[src/rtl/core/dual_relay_thermostat_defines.svh]
// ----------------------------------------------------------------------------
// dual_relay_thermostat_defines.svh
// Assertion macros shared by the thermostat RTL.
// ----------------------------------------------------------------------------
`ifndef DUAL_RELAY_THERMOSTAT_DEFINES_SVH
`define DUAL_RELAY_THERMOSTAT_DEFINES_SVH

`ifndef SYNTHESIS

// check that the consequent holds in the same cycle as the antecedent
`define DRT_ASSERT_SAME(label, clk, rst_n, ante, cons, msg) \
	label: assert property (@(posedge clk) disable iff (!rst_n) (ante) |-> (cons)) \
		else $error(msg);

// check that the consequent holds in the cycle after the antecedent
`define DRT_ASSERT_NEXT(label, clk, rst_n, ante, cons, msg) \
	label: assert property (@(posedge clk) disable iff (!rst_n) (ante) |=> (cons)) \
		else $error(msg);

`else

`define DRT_ASSERT_SAME(label, clk, rst_n, ante, cons, msg)
`define DRT_ASSERT_NEXT(label, clk, rst_n, ante, cons, msg)

`endif

`endif

[src/rtl/core/drt_pkg.sv]
// ----------------------------------------------------------------------------
// drt_pkg
// Types, register indexes and defaults of the dual relay thermostat.
// ----------------------------------------------------------------------------
`default_nettype none

package drt_pkg;

	// default build values
	localparam int DefActiveLow = 1;
	localparam int DefNumRelays = 2;
	localparam int DefHysteresis = 8;

	localparam int TempW = 12;
	localparam int CfgIdxW = 3;
	localparam int MaxRelays = 2;
	localparam int NumSensors = 4;

	// configuration register indexes
	typedef enum logic [CfgIdxW-1:0] {
		CFG_OUTDOOR_ENABLE = 3'd0,
		CFG_OUTDOOR_MIN    = 3'd1,
		CFG_RELAY_MODES    = 3'd2,
		CFG_SENSOR_SELECT  = 3'd3,
		CFG_RELAY0_ON      = 3'd4,
		CFG_RELAY0_OFF     = 3'd5,
		CFG_RELAY1_ON      = 3'd6,
		CFG_RELAY1_OFF     = 3'd7
	} cfg_index_t;

	// per-relay operating mode
	typedef enum logic [1:0] {
		MODE_THERMOSTAT = 2'd0,
		MODE_FORCED_ON  = 2'd1,
		MODE_FORCED_OFF = 2'd2,
		MODE_BAND       = 2'd3
	} relay_mode_t;

	typedef logic signed [TempW-1:0] temp_t;

	// one sensor tick
	typedef struct packed {
		temp_t sensor_temp_0;
		logic  sensor_valid_0;
		temp_t sensor_temp_1;
		logic  sensor_valid_1;
		temp_t sensor_temp_2;
		logic  sensor_valid_2;
		temp_t sensor_temp_3;
		logic  sensor_valid_3;
		temp_t outdoor_temp;
		logic  outdoor_valid;
	} tick_t;

	// one relay result
	typedef struct packed {
		logic relay0_active;
		logic relay1_active;
		logic relay0_level;
		logic relay1_level;
		logic blocked;
	} result_t;

endpackage

`default_nettype wire

[src/rtl/core/dual_relay_thermostat.sv]
// ----------------------------------------------------------------------------
// dual_relay_thermostat
// Two-relay hysteresis thermostat with cold-outdoor blocking.
// ----------------------------------------------------------------------------
//  channel   handshake                    word
//  tick      tick_valid / tick_stall      drt_pkg::tick_t (4 sensors, outdoor)
//  result    result_valid / result_stall  drt_pkg::result_t (relays, blocked)
//  cfg       cfg_valid / cfg_ready        cfg_index (3 bit), cfg_data (12 bit)
//
//  One tick per cycle sustained while the result is not stalled; a taken tick
//  sits in the input register, then moves on to the result register, from
//  which it is offered as a result.
//  The relay state bits update in the cycle a tick moves into the result
//  register, so the next tick sees them with no bubble.
//  Reset clears the config registers and both relay states (relays off).
//  A stalled result holds the result register and, through it, the input
//  register; tick_stall rises only when both are full and result is stalled.
// ----------------------------------------------------------------------------
`default_nettype none

`include "dual_relay_thermostat_defines.svh"

module dual_relay_thermostat #(
	parameter int ACTIVE_LOW = drt_pkg::DefActiveLow,
	parameter int NUM_RELAYS = drt_pkg::DefNumRelays,
	parameter int HYSTERESIS = drt_pkg::DefHysteresis
) (
	input  wire logic                          clk,
	input  wire logic                          arst_n,
	input  wire logic                          tick_valid,
	output logic                               tick_stall,
	input  wire drt_pkg::tick_t                tick,
	output logic                               result_valid,
	input  wire logic                          result_stall,
	output drt_pkg::result_t                   result,
	input  wire logic                          cfg_valid,
	output logic                               cfg_ready,
	input  wire logic [drt_pkg::CfgIdxW-1:0]   cfg_index,
	input  wire logic [drt_pkg::TempW-1:0]     cfg_data
);

	localparam int WideW = drt_pkg::TempW + 2;
	localparam logic signed [WideW-1:0] HystW = WideW'(HYSTERESIS);
	localparam logic LevelFlip = (ACTIVE_LOW != 0);

	// configuration registers
	logic                  outdoor_enable_q;
	drt_pkg::temp_t        outdoor_min_q;
	logic [3:0]            relay_modes_q;
	logic [3:0]            sensor_select_q;
	drt_pkg::temp_t        on_temp_q  [drt_pkg::MaxRelays];
	drt_pkg::temp_t        off_temp_q [drt_pkg::MaxRelays];

	// relay state
	logic [drt_pkg::MaxRelays-1:0] relay_q;
	logic [drt_pkg::MaxRelays-1:0] relay_nxt;

	// pipeline
	drt_pkg::tick_t   tick_s1;
	logic             valid_s1;
	drt_pkg::result_t result_s2;
	logic             valid_s2;
	logic             advance;
	logic             take;
	logic             blocked;

	drt_pkg::temp_t temps  [drt_pkg::NumSensors];
	logic [drt_pkg::NumSensors-1:0] valids;

	// handshakes
	assign advance    = valid_s1 && (!valid_s2 || !result_stall);
	assign tick_stall = valid_s1 && !advance;
	assign take       = tick_valid && !tick_stall;
	assign cfg_ready  = 1'b1;

	// write configuration registers
	always_ff @(posedge clk or negedge arst_n) begin
		if (!arst_n) begin
			outdoor_enable_q <= 1'b0;
			outdoor_min_q    <= '0;
			relay_modes_q    <= '0;
			sensor_select_q  <= '0;
			for (int i = 0; i < drt_pkg::MaxRelays; i++) begin
				on_temp_q[i]  <= '0;
				off_temp_q[i] <= '0;
			end
		end else if (cfg_valid && cfg_ready) begin
			unique case (drt_pkg::cfg_index_t'(cfg_index))
				drt_pkg::CFG_OUTDOOR_ENABLE: outdoor_enable_q <= cfg_data[0];
				drt_pkg::CFG_OUTDOOR_MIN:    outdoor_min_q    <= cfg_data;
				drt_pkg::CFG_RELAY_MODES:    relay_modes_q    <= cfg_data[3:0];
				drt_pkg::CFG_SENSOR_SELECT:  sensor_select_q  <= cfg_data[3:0];
				drt_pkg::CFG_RELAY0_ON:      on_temp_q[0]     <= cfg_data;
				drt_pkg::CFG_RELAY0_OFF:     off_temp_q[0]    <= cfg_data;
				drt_pkg::CFG_RELAY1_ON:      on_temp_q[1]     <= cfg_data;
				drt_pkg::CFG_RELAY1_OFF:     off_temp_q[1]    <= cfg_data;
				default: ;
			endcase
		end
	end

	// capture a tick
	always_ff @(posedge clk or negedge arst_n) begin
		if (!arst_n) begin
			valid_s1 <= 1'b0;
		end else if (take) begin
			valid_s1 <= 1'b1;
		end else if (advance) begin
			valid_s1 <= 1'b0;
		end
	end

	always_ff @(posedge clk) begin
		if (take) begin
			tick_s1 <= tick;
		end
	end

	// unpack sensors
	always_comb begin
		temps[0]  = tick_s1.sensor_temp_0;
		temps[1]  = tick_s1.sensor_temp_1;
		temps[2]  = tick_s1.sensor_temp_2;
		temps[3]  = tick_s1.sensor_temp_3;
		valids[0] = tick_s1.sensor_valid_0;
		valids[1] = tick_s1.sensor_valid_1;
		valids[2] = tick_s1.sensor_valid_2;
		valids[3] = tick_s1.sensor_valid_3;
	end

	// cold-outdoor block
	assign blocked = outdoor_enable_q && tick_s1.outdoor_valid
		&& (tick_s1.outdoor_temp < outdoor_min_q);

	// next relay states
	always_comb begin
		drt_pkg::relay_mode_t mode;
		logic [1:0] sel;
		logic signed [WideW-1:0] t_w;
		logic signed [WideW-1:0] on_w;
		logic signed [WideW-1:0] off_w;
		logic signed [WideW-1:0] lo_w;
		logic signed [WideW-1:0] hi_w;

		relay_nxt = relay_q;
		for (int r = 0; r < drt_pkg::MaxRelays; r++) begin
			mode  = drt_pkg::relay_mode_t'(relay_modes_q[2*r +: 2]);
			sel   = sensor_select_q[2*r +: 2];
			t_w   = WideW'(temps[sel]);
			on_w  = WideW'(on_temp_q[r]);
			off_w = WideW'(off_temp_q[r]);
			lo_w  = (on_w < off_w) ? on_w : off_w;
			hi_w  = (on_w < off_w) ? off_w : on_w;
			if (r >= NUM_RELAYS || blocked) begin
				relay_nxt[r] = 1'b0;
			end else begin
				case (mode)
					drt_pkg::MODE_FORCED_ON:  relay_nxt[r] = 1'b1;
					drt_pkg::MODE_FORCED_OFF: relay_nxt[r] = 1'b0;
					drt_pkg::MODE_BAND: begin
						if (valids[sel]) begin
							if (t_w > lo_w + HystW && t_w < hi_w - HystW) begin
								relay_nxt[r] = 1'b1;
							end else if (t_w < lo_w || t_w > hi_w) begin
								relay_nxt[r] = 1'b0;
							end
						end
					end
					default: begin
						if (valids[sel]) begin
							if (on_w > off_w) begin
								if (t_w >= on_w) begin
									relay_nxt[r] = 1'b1;
								end else if (t_w <= off_w) begin
									relay_nxt[r] = 1'b0;
								end
							end else begin
								if (t_w <= on_w) begin
									relay_nxt[r] = 1'b1;
								end else if (t_w >= off_w) begin
									relay_nxt[r] = 1'b0;
								end
							end
						end
					end
				endcase
			end
		end
	end

	// advance relay state and result register
	always_ff @(posedge clk or negedge arst_n) begin
		if (!arst_n) begin
			relay_q  <= '0;
			valid_s2 <= 1'b0;
		end else if (advance) begin
			relay_q  <= relay_nxt;
			valid_s2 <= 1'b1;
		end else if (!result_stall) begin
			valid_s2 <= 1'b0;
		end
	end

	always_ff @(posedge clk) begin
		if (advance) begin
			result_s2.relay0_active <= relay_nxt[0];
			result_s2.relay1_active <= relay_nxt[1];
			result_s2.relay0_level  <= relay_nxt[0] ^ LevelFlip;
			result_s2.relay1_level  <= relay_nxt[1] ^ LevelFlip;
			result_s2.blocked       <= blocked;
		end
	end

	assign result_valid = valid_s2;
	assign result       = result_s2;

	// checks
	`DRT_ASSERT_SAME(a_blocked_off, clk, arst_n, result_valid && result.blocked,
		!result.relay0_active && !result.relay1_active, "blocked result with a relay on")
	`DRT_ASSERT_NEXT(a_state_matches, clk, arst_n, advance,
		result.relay0_active == relay_q[0] && result.relay1_active == relay_q[1],
		"result disagrees with relay state")
	`DRT_ASSERT_NEXT(a_advance_shows, clk, arst_n, advance, result_valid,
		"advanced tick missing from result")
	`DRT_ASSERT_SAME(a_unused_relay, clk, arst_n, NUM_RELAYS < 2, !relay_q[1],
		"unused relay switched on")

endmodule

`default_nettype wire

[config.mk]
export PLATFORM = sky130hd
export DESIGN_NAME = dual_relay_thermostat
export DESIGN_NICKNAME = d
export VERILOG_FILES = /design/src/rtl/core/drt_pkg.sv /design/src/rtl/core/dual_relay_thermostat.sv
export VERILOG_INCLUDE_DIRS = /design/src /design/src/rtl/core
export SDC_FILE = /design/constraint.sdc
export NUM_CORES = 1
export LEC_CHECK = 0
export BUFFER_PORTS_ARGS = -buffer_cell sky130_fd_sc_hd__buf_2
export CAP_MARGIN = 20
export CORE_MARGIN = 2
export CORE_UTILIZATION = 45
export DETAILED_ROUTE_END_ITERATION = 12
export PLACE_DENSITY = 0.76
export SLEW_MARGIN = 15
export SYNTH_ARGS = -nofsm -noshare
export SYNTH_HDL_FRONTEND = slang
export SYNTH_SLANG_ARGS = --single-unit
[constraint.sdc]
create_clock -name clk -period 5 [get_ports clk]
set_input_delay 0.75 -clock clk [delete_from_list [all_inputs] [get_ports clk]]
set_output_delay 0.75 -clock clk [all_outputs]
set_load 0.03 [all_outputs]
Yosys cells after proc, flatten, opt, wreduce, memory -nomap -nowiden
Index checks and enable logic that the tools add are counted.
{"block": "word_totals", "register_bits": 143, "elab_cells": 137, "input_bits": 85, "output_inout_bits": 8}
{"block": "classes", "n_bitwise": 4, "n_mux": 40, "order_cmp": 25, "n_reduce_logical": 24, "eq_ne": 14, "addsub": 4}
{"cell": "12-bit by 14-bit > comparator with 1-bit output", "count": 4}
{"cell": "12-bit by 14-bit < comparator with 1-bit output", "count": 4}
{"cell": "14-bit 2-to-1 mux", "count": 4}
{"cell": "12-bit binary-select mux with 2-bit select", "count": 2}
{"cell": "12-bit >= comparator", "count": 4}
{"cell": "12-bit <= comparator", "count": 4}
{"cell": "12-bit 2-to-1 mux", "count": 4}
{"cell": "12-bit < comparator", "count": 3}
{"cell": "14-bit by 5-bit adder with 14-bit output, second input constant", "count": 2}
{"cell": "14-bit by 5-bit subtractor with 14-bit output, second input constant", "count": 2}
{"cell": "1-bit 2-to-1 mux", "count": 26}
{"cell": "12-bit > comparator", "count": 2}
{"cell": "2-bit AND reduction", "count": 8}
{"cell": "3-bit == test, second input constant", "count": 4}
{"cell": "2-bit == test, second input constant", "count": 4}
{"cell": "1-bit logical AND", "count": 7}
{"cell": "3-bit by 2-bit == test with 1-bit output, second input constant", "count": 2}
{"cell": "3-bit >= comparator, second input constant", "count": 2}
{"cell": "2-bit by 3-bit < comparator with 1-bit output, second input constant", "count": 2}
{"cell": "2-bit NOT with 3-bit output", "count": 2}
{"cell": "1-bit case mux with 3 select lines", "count": 2}
{"cell": "1-bit binary-select mux with 2-bit select", "count": 2}
{"cell": "2-bit by 1-bit == test with 1-bit output, second input constant", "count": 2}
{"cell": "1-bit zero test", "count": 4}
{"cell": "other kinds (6)", "count": 9}

Logic depth before layout (Yosys ltp)
Gate-level depths: netlist of the first run.
{"block": "depth", "ltp_word": 12, "mapped_depth": 27, "mapped_depth_nobuf": 23}

Worst setup path after synthesis of the first run
Ideal clock, no wire load.
{"block": "synth_path", "kind": "reg2reg", "start": "reg off_temp_q[7] (netlist name)", "end": "reg result_s2, in the netlist result[1] (data pin)", "period_less_slack_ns": 5.115, "setup_ns": 0.273, "n_path_buf": 3, "arrival_ns": 4.842, "required_time_ns": 4.727, "slack_ns": -0.115, "stages_incl_launch_ff": 26, "cell_sequence": "dfrtp_1 -> clkinv_1 -> ha_1 -> nand2_1 -> nor3_2 -> o22ai_2 -> mux2i_4 -> buf_2 -> buf_2 -> buf_2 -> a21oi_1 -> inv_1 -> ha_1 -> nand2b_1 -> or4_1 -> xnor2_1 -> ha_1 -> and3_1 -> nand2_1 -> nor3_1 -> a31oi_1 -> o211ai_1 -> o221a_2 -> a21bo_2 -> a311oi_2 -> o21ai_1"}
{"block": "synth_via", "elab_chain_len": 10, "elab_cells_between_ends": 26, "classes_between": "add/sub: 2; order compare: 8; mux: 13; bitwise: 1; reduce/logical: 2"}
{"item": "from (decl)", "line": "dual_relay_thermostat.sv:52", "text": "drt_pkg::temp_t off_temp_q [drt_pkg::MaxRelays];"}
{"item": "12-bit < comparator", "line": "dual_relay_thermostat.sv:152, dual_relay_thermostat.sv:153"}
{"item": "14-bit 2-to-1 mux, on equally long branches", "line": "dual_relay_thermostat.sv:152, dual_relay_thermostat.sv:153"}
{"item": "14-bit by 5-bit adder with 14-bit output (tied with other cells)", "line": "dual_relay_thermostat.sv:162", "text": "if (t_w > lo_w + HystW && t_w < hi_w - HystW) begin"}
{"item": "12-bit by 14-bit > comparator with 1-bit output (tied with other cells)", "line": "dual_relay_thermostat.sv:162"}
{"item": "1-bit logical AND / 1-bit 2-to-1 mux (equally long branches)", "line": "dual_relay_thermostat.sv:162, dual_relay_thermostat.sv:164"}
{"item": "1-bit 2-to-1 mux", "line": "dual_relay_thermostat.sv:162"}
{"item": "1-bit 2-to-1 mux", "line": "dual_relay_thermostat.sv:161", "text": "if (valids[sel]) begin"}
{"item": "1-bit case mux with 3 select lines *", "line": "dual_relay_thermostat.sv:157", "text": "case (mode)"}
{"item": "1-bit 2-to-1 mux *", "line": "dual_relay_thermostat.sv:154", "text": "if (r >= NUM_RELAYS || blocked) begin"}
{"item": "1-bit NOT (no source line) *"}
{"item": "to (decl)", "line": "dual_relay_thermostat.sv:61", "text": "drt_pkg::result_t result_s2;"}
Every way passes the cells marked *; elsewhere a longest branch is shown, timed or not.
A chain may end at the register's enable or synchronous reset.

Final worst setup path of the first run
{"block": "layout_path", "start": "reg off_temp_q[9] (netlist name)", "end": "reg result_s2, in the netlist result[1] (data pin)"}
The elaborated chain is that of the path after synthesis.

==> reports/results.ini, run 1 <==
[routing]
post_drt_via_cell_ratio=5.97
drt_wl_total_mm=32.2
detailroute.via_count=9548
met3_wirelength_mm=2.60
routed-wl-met2_mm=14.4
detail_route_antenna_nets=0
routed.top_layer=met5
starting_drt_drc_count=867
drc_errors=0
wl_per_instance_um=20.2
drt-pass1-iter-count=7
routed_met1_length_mm=14.3

[critical_path]
cpPeakStageDelay_ns=0.48
list_of_cells_traversed_by_the_critical_path=inv_1 > ha_1 > nand4_1 > nor3_4 > o22ai_4 > mux2i_4 > buf_12 > buf_8 > nor4_2 > a41oi_1 > or4_4 > xnor2_1 > ha_1 > and3_1 > nand2_1 > nor3_1 > a31oi_1 > o211ai_1 > o221a_2 > a21bo_2 > a311oi_2 > o21ai_1
worst_setup_path_end_kind=flop
critical_path.most_common_cell=ha_1
cp_data_arrival_time_ns=5.04
critical_path_source_type=flop
worstPathMaxFanout=19
cpMaxStageDelayCell=or4_4
critical_path_class=reg2reg
crit_buf_inv=3
worstPathRequired_ns=5.16
critPathTopFamily=compound AO/OA/AOI/OAI gates

[floorplanning]
die_h_um=163
floorplan.rows=58
floorplan.die_area_um2=26500
floorplan.io_pins=93
starting_density_of_the_core_pct=45.4
core_area_um2=25000
die_width_um=163

[sta]
final.setup.worst_slack_ns=0.113
hold_violation_count_in_the_final_report=0
finalSetupViolCount=0
fin_crit_sh_pct=97.7
slew_violations=0
fin_worst_skew_ns=0.0260
timing.slew.headroom_pct=38.3
fmaxAchievable_ghz=0.205
final.setup.tns_ns=0
worst_pin_slew_ns=0.922
fin_crit_ns=4.89

[job]
max_cap_violations=0

[global_routing]
grtUsageTotal_pct=24.5
grt_max_degree=74
grt_pass1_wl_mm=50.0
antenna_found_initial=1
global_route.overflow_total=0
vias_in_the_first_global_route=9192

[cells_and_area]
mostFrequentLayoutCells=ha_1 (156), buf_2 (90), a21oi_1 (83), inv_1 (78), nor2_1 (77)
post_route_cells_drive_above_1_share_pct=24.8
layout.cells.most_common=ha_1
final_cell_area_um2=13400
regArea_um2=3930
syn_to_final_growth_pct=18.4
final.fill_count=2168
multiInputGateArea_um2=7110
num_antenna_cells=0
finish.net_count=1501

[clock_network]
clk_path_buf_depth=2
ctsHtreeMaxLevel=4
clk_root_buffer_cell=clkbuf_16
tritoncts_clock_tree=built
cts.sinks=143
numCtsBuffers=17
worst_skew_pair_later_pin_latency_ns=0.44
clkSlewWorstSetupHoldPaths_ns=0.07

[logic_synthesis]
mapped_area_um2=11300
synth_nets=1360
post_synth_num_cell_types=80
synth_edf_count=70
yosys.area.top_type_share_pct=18.6
synth.top_cells.by_area=edfxtp_1 (19%), ha_1 (18%), dfrtp_1 (16%)
synth.yosys.seq_area_share_pct=34.7
post-synth-top-area-cell=edfxtp_1
ys_ff_latch=143
synthesis.yosys.warnings=0
synthesis.instances=1114
synth_ff_type=dfrtp_1
post_synth.cell_area_avg_um2=10.2
postSynth.asyncResetShare_pct=51.0

[placed_design]
dp_worst_setup_slack_ns=-0.0141
port-buffer-count=91
hpwlAfterDp_mm=24.1
gp_routability_congestion=0.965
placement.cell_area_um2=12400

[status]
result_of_the_run=completed

[power]
ir_drop_uv=275
power.density_cell_area_nw_per_um2=549
static-leakage-power_nw=5.83

[min_path]
hold_class=in2async

cell type report:
class                      instances  area share (%)
timing repair buffer             155            7.48
multi-input combinational        848            53.0
sequential                       143            29.3
clock inverter                    15            1.41
tap                              330            3.08
clock buffer                      17            3.17
inverter                          90            2.53
routing by layer:
metal | vias up | global-route usage (%)
met5 | - | 0
met1 | 4564 | 33.6
li1 | 4449 | -
met3 | 75 | 4.81
met4 | 2 | 9.25
met2 | 458 | 38.6
sequential cells by signal (all words and copies together), names as in the netlist, 2 cells and up:
name             cells
relay_q              2
sensor_select_q      4
on_temp_q           24
result               5
relay_modes_q        4
off_temp_q          24
outdoor_min_q       12
temps               48
tick_s1             17
synthesized netlist by cell type (4+ instances only):
cell and number:
a41oi_1 4, a211o_1 5, dfrtp_1 73, xor2_1 12, nor4_1 9, and3_1 5
edfxtp_1 70, nor2_1 78, a211oi_1 8, nand2b_1 18, mux2_2 49, inv_1 86
a22oi_1 4, buf_2 13, nor2b_1 14, o21a_1 11, ha_1 161, a2111oi_0 6
nand2_1 54, buf_6 4, a21o_1 19, mux4_2 26, clkinv_1 4, clkbuf_1 12
a31oi_1 9, o21ai_0 71, buf_1 4, a21oi_1 88, nand3_1 10, o21bai_1 4
or3_1 4, o211ai_1 9, nor3_1 26, xnor2_1 41, mux2i_1 9, nand4_1 24
report_power, final:
group          total [W]  internal, W  switching (W)  leakage [nW]
registers        0.00161      0.00143       0.000180          1.55
logic            0.00443      0.00193        0.00250          3.99
clock network    0.00132     0.000720       0.000603         0.296
total            0.00736      0.00408        0.00328          5.83
worst paths after layout:
kind	startpoint	endpoint	slack [ns]	cells after the start
hold / removal	arst_n	relay_q[1]	0.26	1
max in group asynchronous	arst_n	off_temp_q[12]	4.13	2
min in group clk	tick[40]	temps[24]	0.48	1
setup reg to reg	off_temp_q[9]	result[1]	0.11	22
setup / recovery	off_temp_q[9]	result[1]	0.11	22
hold reg to reg	valid_s1	result_valid	0.48	1
cells by family (layout without fill, tap and decap cells):
group,after synthesis,after routing,share of synthesized area [%]
flip-flops,143,143,34.7
XOR/XNOR,55,55,4.39
AND/OR/NAND/NOR,269,269,12.1
multiplexers,85,86,11.0
AO/OA/AOI/OAI,273,273,15.2
other,1,1,0.0331
adder cells (fa/ha/maj),164,164,18.1
buffers and inverters,124,277,4.55
what timing repair did:
action                     4_1_cts  5_1_grt
resized for setup                1       48
setup endpoints to repair        2        6
cloned                           0        1
hold buffers                     0        0
pin swaps                        1       19
buffers inserted                 0       12
per-stage QoR:
| stage | hold slack [ns] | utilization [%] | total power (W) | instances |
|---|---|---|---|---|
| 6_report | 0.261 | 53.7 | 0.00736 | 1598 |
| 5_1_grt | 0.271 | 53.7 | 0.00791 | 1598 |
| 4_1_cts | 0.472 | 52.2 | 0.00700 | 1584 |
| 3_5_place_dp | 0.466 | 49.8 | 0.00564 | 1552 |
| 3_3_place_gp | 0.458 | 49.8 | 0.00551 | 1552 |
| 2_1_floorplan | 0.449 | - | 0.00451 | 1114 |
Power figures use the tool's default switching activity.
==> run 2, diff against run 1 <==
- BUFFER_PORTS_ARGS: -buffer_cell sky130_fd_sc_hd__buf_2 -> -buffer_cell sky130_fd_sc_hd__buf_4
- SLEW_MARGIN: 15 -> not set
==> run 2 against run 1 <==
Effect of this change: largest power group unchanged; die area unchanged; maximum frequency down 0.76%; power up 0.97%; critical path type unchanged.
==> reports/results.ini, run 2 (synthesized netlist as in run 1, its figures left out) <==
[status]
result_of_the_run=completed

[routing]
starting_drt_drc_count=767
wl_per_instance_um=20.8
post_drt_via_cell_ratio=6.02
detail_route_antenna_nets=0
drc_errors=0
drt-pass1-iter-count=5
detailroute.via_count=9685
drt_wl_total_mm=33.5

[cells_and_area]
finish.net_count=1511
post_route_cells_drive_above_1_share_pct=26.9
largest_register_ffs=48
final_cell_count_no_fill=1608
syn_to_final_growth_pct=21.3
final.fill_count=2135
final_cell_area_um2=13700
layout.cells.most_common=buf_4
num_antenna_cells=0
mostFrequentLayoutCells=buf_4 (161), ha_1 (154), a21oi_1 (81), nor2_1 (75), dfrtp_1 (73)

[placed_design]
port-buffer-count=91
hpwlAfterDp_mm=24.8
placement.cell_area_um2=12700
gp_routability_congestion=0.976
place_inst=1555

[critical_path]
timing.reg2reg.worst_path_depth=22
rr_startpoint=off_temp_q[3]
internal_reg_to_reg_setup_slack_ns=0.08
cp_data_arrival_time_ns=5.23
crit_start=off_temp_q[3]
worstPathMaxFanout=7
crit_path_end=result[3]
critical_path.reg2reg.endpoint=result[3]
critical_path_class=reg2reg
critical_path_source_type=flop
worst_setup_path_end_kind=flop
worstPathRequired_ns=5.30

[sta]
timing.slew.headroom_pct=31.5
hold_violation_count_in_the_final_report=0
slew_violations=0
fin_crit_ns=4.92
finalSetupViolCount=0
fmaxAchievable_ghz=0.203
fin_worst_skew_ns=0.0124
grt_setup_unrepaired=true
worst_pin_slew_ns=1.03
fin_crit_sh_pct=98.5

[global_routing]
grt_max_degree=53
grtUsageTotal_pct=25.5
grt_pass1_wl_mm=51.6
vias_in_the_first_global_route=9462
global_route.overflow_total=0
antenna_found_initial=0

[power]
p_clk_share_pct=17.5
power.density_cell_area_nw_per_um2=541
part_of_the_total_power_dissipated_in_combinational_logic_pct=60.7
seq_power_share_pct=21.8
static-leakage-power_nw=5.96
switchingPower_w=0.00331
ir_drop_uv=290
power_report.internal_total_w=0.00412
p_sw_share_pct=44.6

[clock_network]
ctsHtreeMaxLevel=4
clk_root_buffer_cell=clkbuf_16
numCtsBuffers=17
tritoncts_clock_tree=built
clk_path_buf_depth=2
worst_skew_pair_later_pin_latency_ns=0.44
cts.sinks=143
clkSlewWorstSetupHoldPaths_ns=0.07

[job]
max_cap_violations=0

[floorplanning]
die_width_um=163
starting_density_of_the_core_pct=45.4
floorplan.io_pins=93
floorplan.rows=58
die_h_um=163
floorplan.die_area_um2=26500
core_area_um2=25000

[min_path]
hold_class=in2async

-- run 2: changes by cell type in the layout (fill, tap and decap cells not counted), sizes merged --
cell	delta
inv	+1
clkbuf	+2
clkinv	-2
mux2i	-1
buf	+11
bufinv	-1
-- run 2: layout make-up --
type	count	area, um2	area share [%]
clock buffers	19	464	3.38
repair buffers	166	1280	9.34
clock inverters	13	135	0.984
multi-input cells	847	7170	52.2
inverters	90	339	2.47
flip-flops and latches	143	3930	28.6
well taps	330	413	3.01
-- run 2: metal layers --
metal  GRT usage, %  part of all wire, %  wire [um]
met1           34.3                   43      14300
met2           39.6                   46      15400
met3           5.07                  7.6       2540
met4           11.5                  3.7       1240
met5           1.70                 0.18         59
-- run 2: how the worst min path moves through the flow --
stage,start,endpoint,slack (ns),cells after the start
floorplan,arst_n,off_temp_q[0],0.45,0
global placement,valid_s1,result_valid,0.46,1
detailed placement,valid_s1,result_valid,0.49,1
CTS,arst_n,result_valid,0.23,1
global route,arst_n,result_valid,0.23,1
finish,arst_n,valid_s1,0.23,1
-- run 2: critical path: stages (launching register included) --
cell      delay (ns)
dfrtp_1         0.40
inv_2           0.09
ha_4            0.21
a211o_1         0.27
o22ai_2         0.18
mux2i_4         0.47
a21oi_2         0.13
inv_2           0.11
ha_4            0.15
nand2b_4        0.06
or4_4           0.56
xnor2_2         0.15
ha_1            0.32
and3_4          0.18
nand2_4         0.06
nor3_2          0.03
a31oi_1         0.20
o211ai_1        0.14
o221a_2         0.30
a21bo_4         0.23
a311oi_4        0.27
buf_4           0.17
o21a_1          0.11
-- run 2: through the flow --
| stage | setup slack (ns) | TNS, ns | total power, W | util, % | hold WS [ns] |
|---|---|---|---|---|---|
| floorplan | -0.0374 | -0.0374 | 0.00451 | - | 0.449 |
| global placement | 0.123 | 0 | 0.00555 | 50.8 | 0.463 |
| detailed placement | -0.00482 | -0.00482 | 0.00569 | 50.8 | 0.486 |
| CTS | 0.0307 | 0 | 0.00702 | 53.2 | 0.231 |
| global route | -0.0901 | -0.276 | 0.00795 | 55.0 | 0.233 |
| finish | 0.0760 | 0 | 0.00743 | 55.0 | 0.230 |
-- run 2: repair_timing --
item / in CTS / in global routing
hold endpoints to repair: 0 / 0
pin swaps: 1 / 28
endpoints found under the setup margin: 1 / 6
resized for setup: 0 / 67
buffers inserted: 0 / 20
hold buffers: 0 / 0
-- run 2: power groups by stage --
stage               registers [W]  logic (W)  clock network [W]
finish                    0.00162    0.00451            0.00130
global placement          0.00161    0.00393                  0
global route              0.00163    0.00496            0.00136
floorplan                 0.00159    0.00292                  0
CTS                       0.00161    0.00410            0.00131
detailed placement        0.00162    0.00406                  0
